File: src/rtl/hpc_pkg.sv
// Shared types and constants for the hodgepodge cell update pipeline.
// Depends on nothing; every other file in rtl imports it.
package hpc_pkg;

    // Width of one configuration value and of a limited cell state.
    localparam int CFG_W = 8;
    // Width of the two neighbour-count divisors.
    localparam int DIV_W = 4;
    // Width of the configuration register index.
    localparam int CFG_IDX_W = 2;

    // Configuration register indexes.
    localparam logic [CFG_IDX_W-1:0] REG_NUM_STATES = 2'd0;
    localparam logic [CFG_IDX_W-1:0] REG_INTER_DIV  = 2'd1;
    localparam logic [CFG_IDX_W-1:0] REG_SAT_DIV    = 2'd2;
    localparam logic [CFG_IDX_W-1:0] REG_SPEED      = 2'd3;

    // Limits applied to the configuration values.
    localparam logic [CFG_W-1:0] STATES_MIN  = 8'd2;
    localparam logic [DIV_W-1:0] DIVISOR_MIN = 4'd1;
    localparam logic [DIV_W-1:0] DIVISOR_MAX = 4'd8;
    localparam logic [CFG_W-1:0] SPEED_MIN   = 8'd1;

    // Reset values of the configuration registers.
    localparam logic [CFG_W-1:0] RST_NUM_STATES = 8'd100;
    localparam logic [DIV_W-1:0] RST_INTER_DIV  = 4'd2;
    localparam logic [DIV_W-1:0] RST_SAT_DIV    = 4'd3;
    localparam logic [CFG_W-1:0] RST_SPEED      = 8'd1;

    // How the center cell is updated.
    localparam logic [1:0] MODE_ACTIVE = 2'd0;
    localparam logic [1:0] MODE_IDLE   = 2'd1;
    localparam logic [1:0] MODE_SAT    = 2'd2;

    // Divider lanes: the neighbourhood average and the two count quotients.
    localparam int NUM_LANES = 3;
    localparam int LANE_AVG  = 0;
    localparam int LANE_INT  = 1;
    localparam int LANE_SAT  = 2;

    // Configuration after clamping.
    typedef struct packed {
        logic [CFG_W-1:0] n;
        logic [DIV_W-1:0] k1;
        logic [DIV_W-1:0] k2;
        logic [CFG_W-1:0] spd;
    } t_cfg;

    // Per-item control that rides along the divider.
    typedef struct packed {
        logic [1:0]       mode;
        logic [CFG_W-1:0] n;
        logic [CFG_W-1:0] spd;
    } t_side;

endpackage

File: src/rtl/hodgepodge_cell_update_top.sv
// Hodgepodge cell update: requests pass through classification, a pipelined divider
// and the finish stage; one request is taken every cycle unless the output stalls.
// The divider resolves one quotient bit per stage.
// Reset (synchronous, active low) empties every pipeline stage and loads the
// configuration registers with N = 100, k1 = 2, k2 = 3 and speed = 1.
// Depends on hpc_pkg, hpc_classify, hpc_div_pipe and hpc_finish.
module hodgepodge_cell_update_top #(
    parameter int NEIGHBORS = 6,
    parameter int STATE_BITS = 8,
    localparam int IN_W = (NEIGHBORS + 1) * STATE_BITS,
    localparam int IN_TDATA_W = ((IN_W + 7) / 8) * 8,
    localparam int OUT_TDATA_W = ((STATE_BITS + 7) / 8) * 8
) (
    input  logic                              i_clk,
    input  logic                              i_rst_n,
    // Input cell requests.
    input  logic                              s_axis_tvalid,
    output logic                              s_axis_tready,
    // tdata from bit 0 up: center_state, neighbor_0 .. neighbor_(NEIGHBORS-1),
    // zero padding to a whole byte.
    input  logic [IN_TDATA_W-1:0]             s_axis_tdata,
    // tuser: neighbor_valid, bit i for neighbour i.
    input  logic [NEIGHBORS-1:0]              s_axis_tuser,
    // Result requests.
    output logic                              m_axis_tvalid,
    input  logic                              m_axis_tready,
    // tdata from bit 0 up: next_state, zero padding to a whole byte.
    output logic [OUT_TDATA_W-1:0]            m_axis_tdata,
    // Configuration writes.
    input  logic                              i_cfg_valid,
    output logic                              o_cfg_ready,
    input  logic [hpc_pkg::CFG_IDX_W-1:0]     i_cfg_index,
    input  logic [hpc_pkg::CFG_W-1:0]         i_cfg_data
);
    import hpc_pkg::*;

    localparam int VW = (STATE_BITS > CFG_W) ? STATE_BITS : CFG_W;
    localparam int SW = CFG_W + $clog2(NEIGHBORS + 1);
    localparam int CW = $clog2(NEIGHBORS + 2);
    localparam int DW = (CW > DIV_W) ? CW : DIV_W;

    // Configuration registers, written as the host sends them. Clamping to
    // the legal ranges happens on the way into the pipeline.
    logic [CFG_W-1:0] r_num_states;
    logic [DIV_W-1:0] r_inter_div;
    logic [DIV_W-1:0] r_sat_div;
    logic [CFG_W-1:0] r_speed;

    t_cfg             w_cfg;
    logic [CFG_W-1:0] w_n_minus1;

    logic             w_cls_valid;
    logic             w_cls_ready;
    logic [SW-1:0]    w_cls_num [NUM_LANES];
    logic [DW-1:0]    w_cls_den [NUM_LANES];
    t_side            w_cls_side;

    logic             w_div_valid;
    logic             w_div_ready;
    logic [SW-1:0]    w_div_quo [NUM_LANES];
    t_side            w_div_side;

    logic [CFG_W-1:0] w_result;
    logic [VW-1:0]    w_result_ext;

    // The port never stalls; the host must see that writes arrive only while idle.
    assign o_cfg_ready = 1'b1;

    always_ff @(posedge i_clk) begin
        if (!i_rst_n) begin
            r_num_states <= RST_NUM_STATES;
            r_inter_div  <= RST_INTER_DIV;
            r_sat_div    <= RST_SAT_DIV;
            r_speed      <= RST_SPEED;
        end else if (i_cfg_valid && o_cfg_ready) begin
            case (i_cfg_index)
                REG_NUM_STATES: r_num_states <= i_cfg_data;
                REG_INTER_DIV:  r_inter_div  <= i_cfg_data[DIV_W-1:0];
                REG_SAT_DIV:    r_sat_div    <= i_cfg_data[DIV_W-1:0];
                REG_SPEED:      r_speed      <= i_cfg_data;
                default: begin
                end
            endcase
        end
    end

    // N is at least 2, both divisors lie in 1..8 and speed in 1..N-1.
    always_comb begin
        w_cfg.n = (r_num_states < STATES_MIN) ? STATES_MIN : r_num_states;
        if (r_inter_div < DIVISOR_MIN) begin
            w_cfg.k1 = DIVISOR_MIN;
        end else if (r_inter_div > DIVISOR_MAX) begin
            w_cfg.k1 = DIVISOR_MAX;
        end else begin
            w_cfg.k1 = r_inter_div;
        end
        if (r_sat_div < DIVISOR_MIN) begin
            w_cfg.k2 = DIVISOR_MIN;
        end else if (r_sat_div > DIVISOR_MAX) begin
            w_cfg.k2 = DIVISOR_MAX;
        end else begin
            w_cfg.k2 = r_sat_div;
        end
        w_n_minus1 = w_cfg.n - CFG_W'(1);
        if (r_speed < SPEED_MIN) begin
            w_cfg.spd = SPEED_MIN;
        end else if (r_speed > w_n_minus1) begin
            w_cfg.spd = w_n_minus1;
        end else begin
            w_cfg.spd = r_speed;
        end
    end

    // Two stages: state limiting and classification, then sum and counts.
    hpc_classify #(
        .NEIGHBORS  (NEIGHBORS),
        .STATE_BITS (STATE_BITS)
    ) u_classify (
        .i_clk       (i_clk),
        .i_rst_n     (i_rst_n),
        .i_valid     (s_axis_tvalid),
        .o_ready     (s_axis_tready),
        .i_center    (s_axis_tdata[STATE_BITS-1:0]),
        .i_neighbors (s_axis_tdata[IN_W-1:STATE_BITS]),
        .i_nvalid    (s_axis_tuser),
        .i_cfg       (w_cfg),
        .o_valid     (w_cls_valid),
        .i_ready     (w_cls_ready),
        .o_num       (w_cls_num),
        .o_den       (w_cls_den),
        .o_side      (w_cls_side)
    );

    // The average and both count quotients are divided side by side, so every
    // request passes through the same divider stages whatever its mode.
    hpc_div_pipe #(
        .NW (SW),
        .DW (DW)
    ) u_div (
        .i_clk   (i_clk),
        .i_rst_n (i_rst_n),
        .i_valid (w_cls_valid),
        .o_ready (w_cls_ready),
        .i_num   (w_cls_num),
        .i_den   (w_cls_den),
        .i_side  (w_cls_side),
        .o_valid (w_div_valid),
        .i_ready (w_div_ready),
        .o_quo   (w_div_quo),
        .o_side  (w_div_side)
    );

    // Rule selection and the output register.
    hpc_finish #(
        .NW (SW)
    ) u_finish (
        .i_clk   (i_clk),
        .i_rst_n (i_rst_n),
        .i_valid (w_div_valid),
        .o_ready (w_div_ready),
        .i_quo   (w_div_quo),
        .i_side  (w_div_side),
        .o_valid (m_axis_tvalid),
        .i_ready (m_axis_tready),
        .o_state (w_result)
    );

    // The result never exceeds N, so it fits in any state width that can hold
    // the configured N.
    assign w_result_ext = VW'(w_result);
    assign m_axis_tdata = OUT_TDATA_W'(w_result_ext[STATE_BITS-1:0]);

    // With the output register empty every stage can move, so input is open.
    a_ready_when_drained: assert property (@(posedge i_clk) disable iff (!i_rst_n)
        !m_axis_tvalid |-> s_axis_tready)
        else $error("input stalled while the output register is empty");

    a_result_in_range: assert property (@(posedge i_clk) disable iff (!i_rst_n)
        m_axis_tvalid |-> (w_result <= w_cfg.n))
        else $error("result above the saturated state");

    a_reset_empties: assert property (@(posedge i_clk)
        !i_rst_n |=> !m_axis_tvalid)
        else $error("result valid right after reset");

    a_speed_write: assert property (@(posedge i_clk) disable iff (!i_rst_n)
        (i_cfg_valid && o_cfg_ready && (i_cfg_index == REG_SPEED))
        |=> (r_speed == $past(i_cfg_data)))
        else $error("speed register did not take the written value");

endmodule

File: src/rtl/hpc_classify.sv
// Front end of the pipeline: limits states, counts neighbours and forms the sum.
// Two register stages. Depends on hpc_pkg.
module hpc_classify #(
    parameter int NEIGHBORS = 6,
    parameter int STATE_BITS = 8,
    localparam int VW = (STATE_BITS > hpc_pkg::CFG_W) ? STATE_BITS : hpc_pkg::CFG_W,
    localparam int SW = hpc_pkg::CFG_W + $clog2(NEIGHBORS + 1),
    localparam int CW = $clog2(NEIGHBORS + 2),
    localparam int DW = (CW > hpc_pkg::DIV_W) ? CW : hpc_pkg::DIV_W
) (
    input  logic                            i_clk,
    input  logic                            i_rst_n,
    input  logic                            i_valid,
    output logic                            o_ready,
    input  logic [STATE_BITS-1:0]           i_center,
    input  logic [NEIGHBORS*STATE_BITS-1:0] i_neighbors,
    input  logic [NEIGHBORS-1:0]            i_nvalid,
    input  hpc_pkg::t_cfg                   i_cfg,
    output logic                            o_valid,
    input  logic                            i_ready,
    output logic [SW-1:0]                   o_num [hpc_pkg::NUM_LANES],
    output logic [DW-1:0]                   o_den [hpc_pkg::NUM_LANES],
    output hpc_pkg::t_side                  o_side
);
    import hpc_pkg::*;

    function automatic logic [CFG_W-1:0] f_limit(input logic [STATE_BITS-1:0] raw,
                                                 input logic [CFG_W-1:0] n);
        logic [VW-1:0] ext;
        logic [VW-1:0] nx;
        logic [VW-1:0] lim;
        ext = VW'(raw);
        nx  = VW'(n);
        lim = (ext > nx) ? nx : ext;
        return lim[CFG_W-1:0];
    endfunction

    // Stage A: limited states and per-neighbour class flags.
    logic                 r_a_v;
    logic [CFG_W-1:0]     r_a_center;
    logic [CFG_W-1:0]     r_a_lim [NEIGHBORS];
    logic [NEIGHBORS-1:0] r_a_sat;
    logic [NEIGHBORS-1:0] r_a_int;
    t_cfg                 r_a_cfg;
    logic [CFG_W-1:0]     n_a_center;
    logic [CFG_W-1:0]     n_a_lim [NEIGHBORS];
    logic [NEIGHBORS-1:0] n_a_sat;
    logic [NEIGHBORS-1:0] n_a_int;
    logic                 w_a_ready;

    // Stage B: sum, counts and divider operands.
    logic             r_b_v;
    logic [SW-1:0]    r_b_sum;
    logic [CW-1:0]    r_b_cnt1;
    logic [CW-1:0]    r_b_inter;
    logic [CW-1:0]    r_b_satc;
    logic [DIV_W-1:0] r_b_k1;
    logic [DIV_W-1:0] r_b_k2;
    t_side            r_b_side;
    logic [SW-1:0]    n_b_sum;
    logic [CW-1:0]    n_b_inter;
    logic [CW-1:0]    n_b_satc;
    logic [CW-1:0]    n_b_cnt1;
    t_side            n_b_side;
    logic             w_b_ready;

    assign w_b_ready = !r_b_v || i_ready;
    assign w_a_ready = !r_a_v || w_b_ready;
    assign o_ready   = w_a_ready;

    always_comb begin
        logic [CFG_W-1:0] s;
        n_a_center = f_limit(i_center, i_cfg.n);
        for (int i = 0; i < NEIGHBORS; i++) begin
            s = f_limit(i_neighbors[i*STATE_BITS +: STATE_BITS], i_cfg.n);
            if (i_nvalid[i]) begin
                n_a_lim[i] = s;
                n_a_sat[i] = (s == i_cfg.n);
                n_a_int[i] = (s != '0) && (s != i_cfg.n);
            end else begin
                n_a_lim[i] = '0;
                n_a_sat[i] = 1'b0;
                n_a_int[i] = 1'b0;
            end
        end
    end

    always_comb begin
        n_b_sum   = SW'(r_a_center);
        n_b_inter = '0;
        n_b_satc  = '0;
        for (int i = 0; i < NEIGHBORS; i++) begin
            n_b_sum   = n_b_sum + SW'(r_a_lim[i]);
            n_b_inter = n_b_inter + CW'(r_a_int[i]);
            n_b_satc  = n_b_satc + CW'(r_a_sat[i]);
        end
        n_b_cnt1 = n_b_inter + n_b_satc + CW'(1);
        if (r_a_center == r_a_cfg.n) begin
            n_b_side.mode = MODE_SAT;
        end else if (r_a_center == '0) begin
            n_b_side.mode = MODE_IDLE;
        end else begin
            n_b_side.mode = MODE_ACTIVE;
        end
        n_b_side.n   = r_a_cfg.n;
        n_b_side.spd = r_a_cfg.spd;
    end

    always_ff @(posedge i_clk) begin
        if (!i_rst_n) begin
            r_a_v <= 1'b0;
            r_b_v <= 1'b0;
        end else begin
            if (w_a_ready) begin
                r_a_v <= i_valid;
            end
            if (w_b_ready) begin
                r_b_v <= r_a_v;
            end
        end
    end

    always_ff @(posedge i_clk) begin
        if (w_a_ready && i_valid) begin
            r_a_center <= n_a_center;
            r_a_lim    <= n_a_lim;
            r_a_sat    <= n_a_sat;
            r_a_int    <= n_a_int;
            r_a_cfg    <= i_cfg;
        end
        if (w_b_ready && r_a_v) begin
            r_b_sum   <= n_b_sum;
            r_b_cnt1  <= n_b_cnt1;
            r_b_inter <= n_b_inter;
            r_b_satc  <= n_b_satc;
            r_b_k1    <= r_a_cfg.k1;
            r_b_k2    <= r_a_cfg.k2;
            r_b_side  <= n_b_side;
        end
    end

    assign o_valid           = r_b_v;
    assign o_side            = r_b_side;
    assign o_num[LANE_AVG]   = r_b_sum;
    assign o_den[LANE_AVG]   = DW'(r_b_cnt1);
    assign o_num[LANE_INT]   = SW'(r_b_inter);
    assign o_den[LANE_INT]   = DW'(r_b_k1);
    assign o_num[LANE_SAT]   = SW'(r_b_satc);
    assign o_den[LANE_SAT]   = DW'(r_b_k2);

endmodule

File: src/rtl/hpc_div_pipe.sv
// Pipelined restoring divider, one quotient bit per stage, three lanes side by side.
// Carries a control word alongside. Depends on hpc_pkg.
module hpc_div_pipe #(
    parameter int NW = 11,
    parameter int DW = 4
) (
    input  logic           i_clk,
    input  logic           i_rst_n,
    input  logic           i_valid,
    output logic           o_ready,
    input  logic [NW-1:0]  i_num [hpc_pkg::NUM_LANES],
    input  logic [DW-1:0]  i_den [hpc_pkg::NUM_LANES],
    input  hpc_pkg::t_side i_side,
    output logic           o_valid,
    input  logic           i_ready,
    output logic [NW-1:0]  o_quo [hpc_pkg::NUM_LANES],
    output hpc_pkg::t_side o_side
);
    import hpc_pkg::*;

    // Each stage holds the not yet consumed numerator bits in the upper part of
    // r_nq and the quotient bits found so far in the lower part.
    logic          r_v    [NW];
    logic [NW-1:0] r_nq   [NW][NUM_LANES];
    logic [DW-1:0] r_rem  [NW][NUM_LANES];
    logic [DW-1:0] r_den  [NW][NUM_LANES];
    t_side         r_side [NW];

    logic          w_v_in    [NW];
    logic [NW-1:0] w_nq_in   [NW][NUM_LANES];
    logic [DW-1:0] w_rem_in  [NW][NUM_LANES];
    logic [DW-1:0] w_den_in  [NW][NUM_LANES];
    t_side         w_side_in [NW];
    logic [NW-1:0] n_nq      [NW][NUM_LANES];
    logic [DW-1:0] n_rem     [NW][NUM_LANES];
    logic          w_rdy     [NW+1];

    assign w_rdy[NW] = i_ready;

    for (genvar k = 0; k < NW; k++) begin : g_stage
        assign w_rdy[k] = !r_v[k] || w_rdy[k+1];

        if (k == 0) begin : g_first
            assign w_v_in[k]    = i_valid;
            assign w_side_in[k] = i_side;
            for (genvar l = 0; l < NUM_LANES; l++) begin : g_src
                assign w_nq_in[k][l]  = i_num[l];
                assign w_rem_in[k][l] = '0;
                assign w_den_in[k][l] = i_den[l];
            end
        end else begin : g_next
            assign w_v_in[k]    = r_v[k-1];
            assign w_side_in[k] = r_side[k-1];
            for (genvar l = 0; l < NUM_LANES; l++) begin : g_src
                assign w_nq_in[k][l]  = r_nq[k-1][l];
                assign w_rem_in[k][l] = r_rem[k-1][l];
                assign w_den_in[k][l] = r_den[k-1][l];
            end
        end

        for (genvar l = 0; l < NUM_LANES; l++) begin : g_lane
            always_comb begin
                logic [DW:0] sh;
                logic [DW:0] diff;
                sh   = {w_rem_in[k][l], w_nq_in[k][l][NW-1]};
                diff = sh - {1'b0, w_den_in[k][l]};
                if (sh >= {1'b0, w_den_in[k][l]}) begin
                    n_rem[k][l] = diff[DW-1:0];
                    n_nq[k][l]  = {w_nq_in[k][l][NW-2:0], 1'b1};
                end else begin
                    n_rem[k][l] = sh[DW-1:0];
                    n_nq[k][l]  = {w_nq_in[k][l][NW-2:0], 1'b0};
                end
            end

            always_ff @(posedge i_clk) begin
                if (w_rdy[k] && w_v_in[k]) begin
                    r_nq[k][l]  <= n_nq[k][l];
                    r_rem[k][l] <= n_rem[k][l];
                    r_den[k][l] <= w_den_in[k][l];
                end
            end
        end

        always_ff @(posedge i_clk) begin
            if (!i_rst_n) begin
                r_v[k] <= 1'b0;
            end else if (w_rdy[k]) begin
                r_v[k] <= w_v_in[k];
            end
        end

        always_ff @(posedge i_clk) begin
            if (w_rdy[k] && w_v_in[k]) begin
                r_side[k] <= w_side_in[k];
            end
        end
    end

    for (genvar l = 0; l < NUM_LANES; l++) begin : g_out
        assign o_quo[l] = r_nq[NW-1][l];
    end

    assign o_ready = w_rdy[0];
    assign o_valid = r_v[NW-1];
    assign o_side  = r_side[NW-1];

endmodule

File: src/rtl/hpc_finish.sv
// Last stage: picks the update rule per mode and holds the result register.
// Depends on hpc_pkg.
module hpc_finish #(
    parameter int NW = 11
) (
    input  logic                     i_clk,
    input  logic                     i_rst_n,
    input  logic                     i_valid,
    output logic                     o_ready,
    input  logic [NW-1:0]            i_quo [hpc_pkg::NUM_LANES],
    input  hpc_pkg::t_side           i_side,
    output logic                     o_valid,
    input  logic                     i_ready,
    output logic [hpc_pkg::CFG_W-1:0] o_state
);
    import hpc_pkg::*;

    logic             r_v;
    logic [CFG_W-1:0] r_state;
    logic [CFG_W-1:0] n_state;
    logic             w_ready;

    assign w_ready = !r_v || i_ready;
    assign o_ready = w_ready;

    always_comb begin
        logic [NW:0] idle_sum;
        logic [NW:0] act_sum;
        logic [NW:0] modulus;
        logic [NW:0] wrapped;
        idle_sum = {1'b0, i_quo[LANE_INT]} + {1'b0, i_quo[LANE_SAT]};
        act_sum  = {1'b0, i_quo[LANE_AVG]} + (NW+1)'(i_side.spd);
        modulus  = (NW+1)'(i_side.n) + (NW+1)'(1);
        wrapped  = act_sum - modulus;
        case (i_side.mode)
            MODE_SAT: begin
                n_state = '0;
            end
            MODE_IDLE: begin
                if (idle_sum > (NW+1)'(i_side.n)) begin
                    n_state = i_side.n;
                end else begin
                    n_state = idle_sum[CFG_W-1:0];
                end
            end
            MODE_ACTIVE: begin
                // The average never exceeds N and speed stays below N, so one
                // subtraction brings the sum back into range.
                if (act_sum >= modulus) begin
                    n_state = wrapped[CFG_W-1:0];
                end else begin
                    n_state = act_sum[CFG_W-1:0];
                end
            end
            default: begin
                n_state = '0;
            end
        endcase
    end

    always_ff @(posedge i_clk) begin
        if (!i_rst_n) begin
            r_v <= 1'b0;
        end else if (w_ready) begin
            r_v <= i_valid;
        end
    end

    always_ff @(posedge i_clk) begin
        if (w_ready && i_valid) begin
            r_state <= n_state;
        end
    end

    assign o_valid = r_v;
    assign o_state = r_state;

endmodule
File: config.mk
export PLATFORM = sky130hd
export DESIGN_NAME = hodgepodge_cell_update_top
export DESIGN_NICKNAME = d
export VERILOG_FILES = /design/src/rtl/hpc_pkg.sv /design/src/rtl/hodgepodge_cell_update_top.sv /design/src/rtl/hpc_classify.sv /design/src/rtl/hpc_div_pipe.sv /design/src/rtl/hpc_finish.sv
export SDC_FILE = /design/constraint.sdc
export NUM_CORES = 1
export LEC_CHECK = 0
export ABC_AREA = 1
export BUFFER_PORTS_ARGS = -buffer_cell sky130_fd_sc_hd__buf_4
export CELL_PAD_IN_SITES_DETAIL_PLACEMENT = 1
export CELL_PAD_IN_SITES_GLOBAL_PLACEMENT = 2
export CORE_ASPECT_RATIO = 1.75
export CORE_MARGIN = 1
export CORE_UTILIZATION = 25
export DETAILED_ROUTE_END_ITERATION = 7
export HOLD_SLACK_MARGIN = 0.02
export PLACE_DENSITY = 0.56
export SLEW_MARGIN = 0
export SYNTH_ARGS = -nofsm -noshare
export SYNTH_HDL_FRONTEND = slang
export SYNTH_SLANG_ARGS = --single-unit
File: constraint.sdc
create_clock -name i_clk -period 8.8 [get_ports i_clk]
set_input_delay 1.76 -clock i_clk [delete_from_list [all_inputs] [get_ports i_clk]]
set_output_delay 1.76 -clock i_clk [all_outputs]
set_load 0.02 [all_outputs]
==> results list, run 1 <==
* Post-Synthesis Cell Area: 41620 sq um
- The multi-input combinational cells in the finished layout cover a total of 12040 sq um.
- The number of gates resized after CTS was 0.
- Final nets: 3891
- The wire-length estimate of the detail-placed layout is 68040 microns.
* Hold worst-path end: u_div.r_nq[8][31]$_DFFE_PP_
- The worst hold path begins at u_div.r_nq[7][30]$_DFFE_PP_.
- P&R area growth vs syn: 15.21%
* Slew Limit Headroom: 29.20%
- Across every metal layer, demand over resource in global routing totals 10.69%.
* Critical path fanouts, max: 4
- The share of total power dissipated in the clock network is 39.2%.
* Number of top-level pins: 88
* Endpoint of the lowest-slack register-to-register path: u_classify.r_b_sum[9]$_DFFE_PP_
- Number of maximum-capacitance constraint violations: 0
* Top cells by area, synth: sky130_fd_sc_hd__edfxtp_1, sky130_fd_sc_hd__ha_1, sky130_fd_sc_hd__nand2_1
- The most used flip-flop cell after synthesis is sky130_fd_sc_hd__edfxtp_1.
- Summed over its instances, the top area cell type makes up 64.29% of the synthesized netlist area.
- Of the synthesized area, sequential elements account for 65.63%.
* Largest buffer count on any clock path: 3
- STA classifies the critical path startpoint as a primary input.
* Final hold violation count: 0
* Fraction of layout cells with a size suffix above 1: 9.589%
- Setup repair after global routing left no endpoint under its margin.
- The detail route stage leaves a number of antenna-violating nets equal to 0.
* Slack of the worst reg-to-reg path: 4.00 ns
- Starting utilization of the core area: 25.24%
- Floorplan row count: 197
- At the pin with the least slew margin, the transition time is 1.062 ns.
- After detailed routing, the number of remaining DRC violations is 0.
* Pint: 7587 uW
* Post-route design area: 47950 sq um
- Net switching power figure: 2369 uW
- The final number of max-transition violations was 0.
- For the worst flop-to-flop path, the logic depth is 21.
* Total die area: 168200 sq um
- Crit end category: output pin
- Yosys instantiated no cell more often than sky130_fd_sc_hd__edfxtp_1.
- After the first detailed-routing iteration, the DRC count stood at 697.
- The setup path with the least slack is of type in2out.
- Total leakage power: 0.01876 uW
* Number of input and output port buffers inserted: 86
- Placeable core region: 164900 sq um
* Fill cells: 17.99k
- Using the TritonRoute via totals, the vias-per-cell ratio works out to 4.059.
- Arrival time at the worst endpoint: 3.46 ns
- Counting the buffers created by CTS gives 88.
- Average footprint of a synthesized cell: 12.43 sq um
* Power per cell area: 207.6 nW/um^2
- X dimension of the die: 310.4 microns
- After clock tree synthesis, the clock-pin slew on the worst setup and hold paths is 0.06 ns.
- Comb power frac: 10.8%
- Height of the die: 541.8 microns
* Post-Layout Cell Count: 5767
* Number of cells in the design after placement: 5605
- Ranked by instance count, the synthesized netlist is headed by sky130_fd_sc_hd__edfxtp_1, sky130_fd_sc_hd__nand2_1, sky130_fd_sc_hd__inv_1.
- Highest Clock Rate: 191.7 MHz
- Number of iterations in the first detailed-routing pass: 4
- Vias after detailed routing: 23.41k
- The number of global-route vias before repair came to 25.74k.
- Clock H-tree levels: 3
- Worst-skew pair later-pin latency: 0.67 ns
- Fraction of registers with async set or reset after synthesis: 0%
* Required time of the worst setup path: 7.04 ns
- Count of flip-flops with a built-in enable after synthesis: 891
- Final worst clock skew: 0.01720 ns
- Synthesis handed over a netlist of 3347 instances.
* Largest net degree at the start of global routing: 73
- Clock period minus worst slack: 5.217 ns
* R2R Path Start: u_classify.r_a_center[0]$_DFFE_PP_
* Footprint of the flip-flops and latches: 27320 sq um
- Clock tree synthesis found a total of 919 sinks.
- Dividing the detail-routed wire length by the instance count gives 15.21 microns.
- The tightest hold path in the finished design has a slack of 0.4118 ns.
- Total wire length: 87700 microns
* Placed standard-cell area: 44950 sq um
- TritonCTS built the clock tree.
- For this design, the CTS-stage hold fixing added 0 buffers.
- Number of antenna violations at the first check in global routing: 1
* Min-Delay Path Depth: 0
- The flow ran to the end, and the final reports show no timing, DRC or antenna violations.
- Synthesis instantiated 52 different standard cells from the library.
- Once the clock tree was built, the setup fixing pass inserted 0 buffers.
* Share of the clock period used by the worst path after layout: 59.28%
* Total negative slack for setup checks: 0 ns
- The biggest area contributor in the post-synthesis netlist is sky130_fd_sc_hd__edfxtp_1.
* Classification of the worst-slack hold path: reg2reg
* Total of warnings raised by yosys: 0
- Final Setup Violations: 0
- Part of the total power dissipated in sequential elements: 50.0%
* Switch share: 23.79%
- At the end of routability-driven placement, the weighted congestion stood at 0.7475.
- Synthesis-stage register bit count: 919
- Root buffer cell: sky130_fd_sc_hd__clkbuf_16
- Wire length of the first global-routing pass: 138800 microns
* Total congestion overflow after global routing: 0
- VDD sags by at most 0.0001277 V.
## final cells by class
class	instances	area share [%]
sequential	919	56.97
timing repair buffer	112	1.754
multi-input combinational	1850	25.10
inverter	535	4.206
antenna	1	0.005219
clock buffer	102	4.812
tap	2189	5.712
clock inverter	59	1.440
## kinds of logic (layout without fill, tap and decap cells)
group	after synthesis	after routing	share of synthesized area, %
flip-flops	919	919	65.63
XOR/XNOR	79	79	1.708
other	2	4	0.01804
AND/OR/NAND/NOR	1133	1133	11.90
adder cells (fa/ha/maj)	308	308	10.52
buffers and inverters	579	808	5.577
AO/OA/AOI/OAI	327	327	4.639
## through the flow
step	total power, uW	utilization [%]	worst slack (ns)
global route	10470	29.08	3.412
detailed placement	6177	27.26	3.558
floorplan	5849	-	3.018
global placement	6160	27.26	3.563
CTS	10160	29.08	3.557
finish	9956	29.08	3.583
## how the worst max path moves through the flow
stage,start,slack [ns],to,depth (start not counted)
floorplan,m_axis_tready,3.02,u_div.r_den[7][0]$_DFFE_PP_,8
global placement,m_axis_tready,3.56,s_axis_tready,10
detailed placement,m_axis_tready,3.56,s_axis_tready,10
CTS,m_axis_tready,3.56,s_axis_tready,10
global route,m_axis_tready,3.41,s_axis_tready,10
finish,m_axis_tready,3.58,s_axis_tready,10
## state kept, by name, indices dropped and copies added, names as in the netlist, 11 cells and up
name	count
u_div.r_den	110
u_classify.n_b_side	16
u_classify.o_side	18
u_div.r_nq	307
u_classify.r_a_lim	48
u_div.r_v	11
u_classify.r_b_sum	11
u_div.r_side	198
u_div.r_rem	120
## metal layers
metal,GRT usage [%],part of all wire (%)
met5,0,0
met2,22.98,61
met1,9.408,33
met4,3.934,3.0
met3,1.692,2.7
## cell usage in the layout (no fill, tap or decap), drive strengths merged
master      n
nor3       15
a211o       4
conb        3
clkbuf    102
clkinv     47
nand3     206
o22ai      14
xnor2      19
a21boi      7
bufinv     12
a21oi     111
o21bai      3
o211ai      8
nand2     558
a21o       10
edfxtp    891
dfxtp      28
nor2      316
nand4      31
a311o      14
a31oi      17
o21a        3
o21ai     104
o31ai       8
xor2       60
clkinvlp    9
or2         4
diode       1
a31o       10
buf       112
ha        238
nor4        3
fa         70
a211oi     14
inv       526
## worst max-delay path, stage by stage
cell	delay (ns)
sky130_fd_sc_hd__buf_4	0.11
sky130_fd_sc_hd__inv_1	0.10
sky130_fd_sc_hd__nand3_1	0.17
sky130_fd_sc_hd__nor2_2	0.22
sky130_fd_sc_hd__nand4_1	0.23
sky130_fd_sc_hd__nor2_2	0.20
sky130_fd_sc_hd__nand4_1	0.17
sky130_fd_sc_hd__nor2_2	0.18
sky130_fd_sc_hd__nand4_2	0.13
sky130_fd_sc_hd__buf_4	0.19
## power by group through the flow
stage | registers [uW] | logic, uW | clock network, uW
floorplan | 5060 | 792 | 0
global placement | 5070 | 1090 | 0
detailed placement | 5080 | 1100 | 0
CTS | 4980 | 1110 | 4070
global route | 4990 | 1270 | 4210
finish | 4980 | 1070 | 3900
(Power assumes the default switching activity.)
==> inputs of run 2 (changes only) <==
==> constraint.sdc (replaced) <==
create_clock -name i_clk -period 5.1 [get_ports i_clk]
set_input_delay 1.02 -clock i_clk [delete_from_list [all_inputs] [get_ports i_clk]]
set_output_delay 1.02 -clock i_clk [all_outputs]
set_load 0.02 [all_outputs]
==> results list, run 2 (synthesis gave the netlist of run 1 again) <==
* Slew Limit Headroom: 29.06% (-0.14 points)
- Global-route usage over all layers: 10.85% (+0.15 points)
- The worst setup path is captured at a register.
- Arrival time at the worst endpoint: 5.16 ns (+1.70 ns)
* Final hold violation count: 0 (unchanged)
- More flip-flops sit in one register than any other, and that register is u_div.r_nq.
- Fill cells: 17.97k (-0.12%)
- The peak per-stage delay on the critical path was 0.55 ns (+0.32 ns).
* Largest net degree at the start of global routing: 93 (+27%)
* Number of iterations in the first detailed-routing pass: 4 (unchanged)
- Count of buffering cells on the critical path with inverters included: 4 (+1)
- The max-capacitance violation count came to 0 (unchanged).
- The instance count after placement with tap cells included is 5612 (+0.12%).
- The root buffer cell chosen for the clock tree is sky130_fd_sc_hd__clkbuf_16.
* Number of post-CTS setup repair buffers: 0 (unchanged)
- The routed length per instance is 15.44 microns (+1.6%).
* Total negative slack for setup checks: 0 ns (unchanged)
- Final Setup Violations: 0 (unchanged)
- The die area is 168200 sq um (unchanged).
* Number of input and output port buffers inserted: 86 (unchanged)
* Largest vdd supply drop: 0.0002319 V (+82%)
- Wire length of the first global-routing pass: 140400 microns (+1.2%)
- The sum of routed wire length over all layers is 89200 microns (+1.7%).
- The signal on the critical path passes through ha_1 > inv_1 > fa_1 > o21ai_0 > xnor2_1 > inv_1 > fa_1 > inv_1 > fa_1 > fa_1 > inv_1 > ha_1 > a21oi_1 > nand2_1 > nand2_1 > nand2_1 > nand2_1 > a21boi_0 > o21ai_0 > nand2_1 > xor2_1.
* Fraction of met2 tracks used by global routing: 23.48% (+0.50 points)
* Fraction of layout cells with a size suffix above 1: 9.704% (+0.12 points)
* Count of pins over their slew limit: 0 (unchanged)
- Number of DRC violations after detailed-routing iteration 0: 758 (+8.8%)
- The worst setup path is launched from a register.
* ANT nets after route: 0 (unchanged)
- Vias after detailed routing: 23.37k (-0.16%)
- Starting utilization of the core area: 25.24% (unchanged)
* Post-CTS resize count: 0 (unchanged)
- Min-Delay Path Depth: 0 (unchanged)
- Clock slew seen by the registers of the worst setup and hold paths: 0.07 ns (about the same)
- The clock sink count came to 919 (unchanged).
- Cell seen most often among critical-path stages: sky130_fd_sc_hd__nand2_1
* Clock tree from TritonCTS: done
- Floorplan row count: 197 (unchanged)
* Most frequent standard cell in the layout excluding fill and tap cells: sky130_fd_sc_hd__edfxtp_1
* Worst Tran Pin Value: 1.064 ns (+0.002122 ns)
- Flip-flop count of the largest register after layout: 307 (unchanged)
- GRT met1 Usage: 9.553% (+0.15 points)
* Met3 layer usage reported by global route: 1.426% (-0.27 points)
* Largest buffer count on any clock path: 3 (unchanged)
- DP Wirelength: 68900 microns (+1.3%)
* Final worst clock skew: 0.02599 ns (+0.008792 ns)
* Cell type group with the largest total delay on the critical path: adder cells
- Relative to the synthesized area, the layout overhead comes to 15.52%.
- The number of clock buffers inserted by TritonCTS came to 89 (+1.1%).
- Power per cell area: 359.3 nW/um^2 (+73%)
- The number of global-route vias before repair is 25.67k (-0.25%).
- In this run the most used layer during global routing was met2.
- The startpoint identified for the worst register-to-register timing path is u_classify.r_a_center[0]$_DFFE_PP_.
- The count of non-filler cells in the finished layout was 5776 (+0.16%).
- Final nets: 3899 (+0.21%)
- The number of cells on the worst reg-to-reg path was 21 (unchanged).
- The maximum level of the CTS H-tree came to 3 (unchanged).
* Required time of the worst setup path: 5.53 ns (-1.51 ns)
- Highest Clock Rate: 211.8 MHz
- The residual DRC count is 0 (unchanged).
* Most frequent cells in the layout: sky130_fd_sc_hd__edfxtp_1, sky130_fd_sc_hd__nand2_1, sky130_fd_sc_hd__inv_1
* Final Wtd Congestion: 0.7564 (+1.2%)
* Regs by FF count: u_div.r_nq (307), u_div.r_side (198), u_div.r_rem (120)
- Share of the clock period used by the worst path after layout: 92.57%
* Hold-fix buffer count after cts: 0 (unchanged)
- Slack of the worst reg-to-reg path: 0.38 ns (-3.62 ns)
* Hold worst-path end: u_div.r_nq[0][12]$_DFFE_PP_
- Standard cell with the maximum stage delay on the critical path: sky130_fd_sc_hd__fa_1
* Vias per cell: 4.047 (-0.32%)
- The core area came to 164900 sq um (unchanged).
- The die outline height is 541.8 microns (unchanged).
* Classification of the worst-slack hold path: reg2reg
- The remaining global-route overflow came to 0 (unchanged).
- CP Class: reg2reg
* Number of top-level pins: 88 (unchanged)
- The number of antenna violations at the first check in global routing came to 1 (unchanged).
- Clock period minus worst slack: 4.721 ns
- Endpoint of the lowest-slack register-to-register path: u_classify.r_b_sum[9]$_DFFE_PP_
- RSZ-0062 raised after global routing: false
- The clock latency on the worst-skew pair came to 0.69 ns (+0.02 ns).
- Critical path fanouts, max: 4 (unchanged)
- The cell leakage power is 0.01882 uW (+0.30%).
- Launch instance of the worst min-delay path: u_classify.r_b_inter[0]$_DFFE_PP_
- X dimension of the die: 310.4 microns (unchanged)
- The flow ran to the end, and the final reports show no timing, DRC or antenna violations.
==> run 2: cell count changes in the layout (fill, tap and decap cells not counted), moves of 2 or more <==
cell                       change
sky130_fd_sc_hd__buf_12        +4
sky130_fd_sc_hd__inv_16        +2
sky130_fd_sc_hd__clkbuf_1      +2
sky130_fd_sc_hd__clkinv_1      +2
sky130_fd_sc_hd__buf_4         +3
==> run 2: where the power goes <==
group | leakage (uW) | internal (uW) | switching [uW]
logic | 0.00896 | 696 | 1160
registers | 0.00840 | 8510 | 82.1
clock network | 0.00145 | 3900 | 2930
==> run 2: layout make-up <==
cell class	count	area (sq um)	area share, %
Antenna cell	1	2.502	0.005205
Timing Repair Buffer	119	943.4	1.962
Tap cell	2189	2739	5.696
Clock buffer	103	2301	4.786
Sequential cell	919	27320	56.81
Inverter	535	2017	4.195
Multi-Input combinational cell	1850	12040	25.03
Clock inverter	60	726.9	1.512
==> run 2: per-layer routing <==
metal | vias to the layer above | share of wire [%]
met1 | 11300 | 33
met3 | 108 | 2.4
met2 | 214 | 62
li1 | 11760 | -
met5 | - | 0
met4 | 0 | 2.8
==> run 2: worst max-delay path by stage <==
stage / start / end / cells after the start
global route: u_classify.r_a_center[0]$_DFFE_PP_ / u_classify.r_b_sum[9]$_DFFE_PP_ / 21
floorplan: m_axis_tready / u_div.r_den[7][0]$_DFFE_PP_ / 8
detailed placement: u_classify.r_a_center[0]$_DFFE_PP_ / u_classify.r_b_sum[9]$_DFFE_PP_ / 21
finish: u_classify.r_a_center[0]$_DFFE_PP_ / u_classify.r_b_sum[9]$_DFFE_PP_ / 21
global placement: u_classify.r_a_center[0]$_DFFE_PP_ / u_classify.r_b_sum[9]$_DFFE_PP_ / 21
CTS: u_classify.r_a_center[0]$_DFFE_PP_ / u_classify.r_b_sum[9]$_DFFE_PP_ / 21
==> run 2: through the flow <==
step	worst slack [ns]	power [uW]	hold WS, ns	instance area (sq um)	util (%)
floorplan	0.05779	10090	0.4003	41620	-
finish	0.3790	17280	0.4130	48080	29.16
global placement	0.3108	10630	0.4012	45050	27.32
CTS	0.3016	17660	0.4074	48080	29.16
global route	0.005033	18140	0.4140	48080	29.16
detailed placement	0.3339	10670	0.4056	45050	27.32
==> inputs of run 3 (changes only) <==
--- a/config.mk
+++ b/config.mk
@@ -11,10 +11,10 @@
 export CELL_PAD_IN_SITES_GLOBAL_PLACEMENT = 2
 export CORE_ASPECT_RATIO = 1.75
 export CORE_MARGIN = 1
-export CORE_UTILIZATION = 25
+export CORE_UTILIZATION = 44
 export DETAILED_ROUTE_END_ITERATION = 7
 export HOLD_SLACK_MARGIN = 0.02
-export PLACE_DENSITY = 0.56
+export PLACE_DENSITY = 0.85
 export SLEW_MARGIN = 0
 export SYNTH_ARGS = -nofsm -noshare
 export SYNTH_HDL_FRONTEND = slang
==> results list, run 3 (synthesis gave the netlist of run 1 again) <==
* DP Wirelength: 66190 microns (-3.9%)
* Wire length of the first global-routing pass: 136200 microns (-3.0%)
- The number of global-route vias before repair is 26.58k (+3.5%).
* X dimension of the die: 234.5 microns (-24%)
- The post-route worst hold slack was 0.4125 ns (-0.0004800 ns).
* Largest net degree at the start of global routing: 75 (-19%)
* Total congestion overflow after global routing: 0 (unchanged)
- Leaving out fill and tap cells, the most frequent cells in the layout are sky130_fd_sc_hd__edfxtp_1, sky130_fd_sc_hd__nand2_1, sky130_fd_sc_hd__inv_1.
- The min-delay analysis places its worst path in the category reg2reg.
* Flip-flop count of the largest register after layout: 307 (unchanged)
- The top-level I/O count came to 88 (unchanged).
* Slack of the worst reg-to-reg path: 0.39 ns (about the same)
- The die area came to 95870 sq um (-43%).
- STA classifies the critical path endpoint as a register.
- P&R area growth vs syn: 11.73%
* Number of input and output port buffers inserted: 86 (unchanged)
- The share of final-layout standard cells stronger than drive strength 1 is 9.198% (-0.51 points).
- Slew Limit Headroom: 30.37% (+1.3 points)
* Number of antenna violations at the first check in global routing: 0 (-1)
* Total wire length: 86230 microns (-3.3%)
* Count of clock tree sinks: 919 (unchanged)
- In the final layout, the registers with the most flip-flops are u_div.r_nq (307), u_div.r_side (198), u_div.r_rem (120).
- ANT nets after route: 0 (unchanged)
* Final worst clock skew: 0.01887 ns (-0.007118 ns)
* Worst Tran Pin Value: 1.045 ns (-0.01955 ns)
* Largest buffer count on any clock path: 3 (unchanged)
- STA classifies the critical path startpoint as a register.
- The cell leakage power came to 0.01867 uW (-0.80%).
- Vias per cell: 5.018 (+24%)
- CP Class: reg2reg
- Number of buffers created by CTS: 80 (-10%)
* Floorplan row count: 148 (-25%)
- The number of fill cells in the layout is 9751 (-46%).
* Critical path fanouts, max: 4 (unchanged)
- Starting utilization of the core area: 44.59% (+19 points)
- Clock H-tree levels: 3 (unchanged)
- Required time of the worst setup path: 5.50 ns (-0.03 ns)
- The total negative slack came to 0 ns (unchanged).
- Final Wtd Congestion: 0.8285 (+9.5%)
- Final Setup Violations: 0 (unchanged)
- The number of inserted diodes came to 0 (-1).
- The routed length per instance came to 18.09 microns (+17%).
- The total iterations of the first detailed-routing run came to 5 (+1).
- The final net count came to 3884 (-0.38%).
* Clock slew seen by the registers of the worst setup and hold paths: 0.07 ns (about the same)
- The arrival time of the worst setup path came to 5.12 ns (-0.04 ns).
- Clock period minus worst slack: 4.713 ns (-0.007715 ns)
- The overall global routing resource usage is 18.53% (+7.7 points).
* Share of the clock period used by the worst path after layout: 92.42% (-0.15 points)
- Power per cell area: 362.1 nW/um^2 (+0.78%)
- The flow ran to the end, and the final reports show no timing, DRC or antenna violations.
- The final number of max-transition violations was 0 (unchanged).
* Most frequent standard cell in the layout excluding fill and tap cells: sky130_fd_sc_hd__edfxtp_1
- Largest vdd supply drop: 0.0002292 V (-1.2%)
- The final count of hold timing violations came to 0 (unchanged).
- Number of DRC violations after detailed-routing iteration 0: 788 (+4.0%)
- The die outline height was 408.9 microns (-25%).
- The maximum achievable frequency is 212.2 MHz (+0.16%).
- TritonCTS built the clock tree.
* Placeable core region: 93330 sq um (-43%)
- Setup repair after global routing left no endpoint under its margin.
* Number of remaining DRC errors: 0 (unchanged)
- Root buffer cell: sky130_fd_sc_hd__clkbuf_16
* Number of maximum-capacitance constraint violations: 0 (unchanged)
* Vias after detailed routing: 23.91k (+2.3%)
* Register name with the most flops: u_div.r_nq
- The clock latency on the worst-skew pair was 0.66 ns (-0.03 ns).
[run 3: area by class of cell]
type	instances	area, sq um	area share, %
flip-flops and latches	919	27320	58.74
multi-input cells	1850	12040	25.89
clock buffers	92	2068	4.448
inverters	535	2017	4.337
well taps	1200	1501	3.229
repair buffers	113	860.8	1.851
clock inverters	57	699.4	1.504
[run 3: metrics by stage]
step	setup slack, ns	cell area (sq um)	cells	util [%]	total power [uW]
2_1_floorplan	0.05779	41620	3348	-	10090
3_3_place_gp	0.4088	43730	4617	46.86	10530
3_5_place_dp	0.2700	43730	4617	46.86	10660
4_1_cts	0.2389	46500	4766	49.82	17030
5_1_grt	0.006859	46500	4766	49.83	17490
6_report	0.3867	46500	4766	49.83	16840
[run 3: worst paths after layout]
kind / depth (start not counted) / endpoint / from
min: 0 / u_div.r_side[2][1]$_DFFE_PP_ / u_div.r_side[1][1]$_DFFE_PP_
max: 21 / u_classify.r_b_sum[9]$_DFFE_PP_ / u_classify.r_a_center[0]$_DFFE_PP_
max reg2reg: 21 / u_classify.r_b_sum[9]$_DFFE_PP_ / u_classify.r_a_center[0]$_DFFE_PP_
min reg2reg: 0 / u_div.r_side[2][1]$_DFFE_PP_ / u_div.r_side[1][1]$_DFFE_PP_
[run 3: layer usage]
layer | GRT usage (%) | up-vias | share of wire (%)
met5 | 0 | - | 0
met4 | 7.820 | 0 | 3.8
met3 | 2.246 | 161 | 2.2
met2 | 39.79 | 299 | 62
met1 | 15.98 | 11740 | 32
li1 | - | 11720 | -
[run 3: repair_timing]
item,4_1_cts,5_1_grt
setup endpoints to repair,0,1
buffers inserted,0,0
gates resized for setup,0,2
hold buffers,0,0
[run 3: report_power, final]
group          leakage (uW)  total [uW]  switching [uW]  internal, uW
sequential          0.00840        8600            88.9          8510
clock               0.00134        6340            2680          3660
combinational       0.00892        1900            1200           703
[run 3: critical path: stages, from the launching register on]
cell and delay, ns:
sky130_fd_sc_hd__edfxtp_1 0.37, sky130_fd_sc_hd__ha_1 0.19, sky130_fd_sc_hd__inv_1 0.07, sky130_fd_sc_hd__fa_1 0.44, sky130_fd_sc_hd__o21ai_2 0.22, sky130_fd_sc_hd__xnor2_1 0.15
sky130_fd_sc_hd__inv_1 0.07, sky130_fd_sc_hd__fa_1 0.47, sky130_fd_sc_hd__inv_1 0.05, sky130_fd_sc_hd__fa_1 0.50, sky130_fd_sc_hd__fa_1 0.55, sky130_fd_sc_hd__inv_1 0.05
sky130_fd_sc_hd__ha_1 0.35, sky130_fd_sc_hd__a21oi_1 0.19, sky130_fd_sc_hd__nand2_1 0.11, sky130_fd_sc_hd__nand2_1 0.07, sky130_fd_sc_hd__nand2_1 0.05, sky130_fd_sc_hd__nand2_1 0.07
sky130_fd_sc_hd__a21boi_0 0.11, sky130_fd_sc_hd__o21ai_0 0.16, sky130_fd_sc_hd__nand2_1 0.08, sky130_fd_sc_hd__xor2_1 0.15
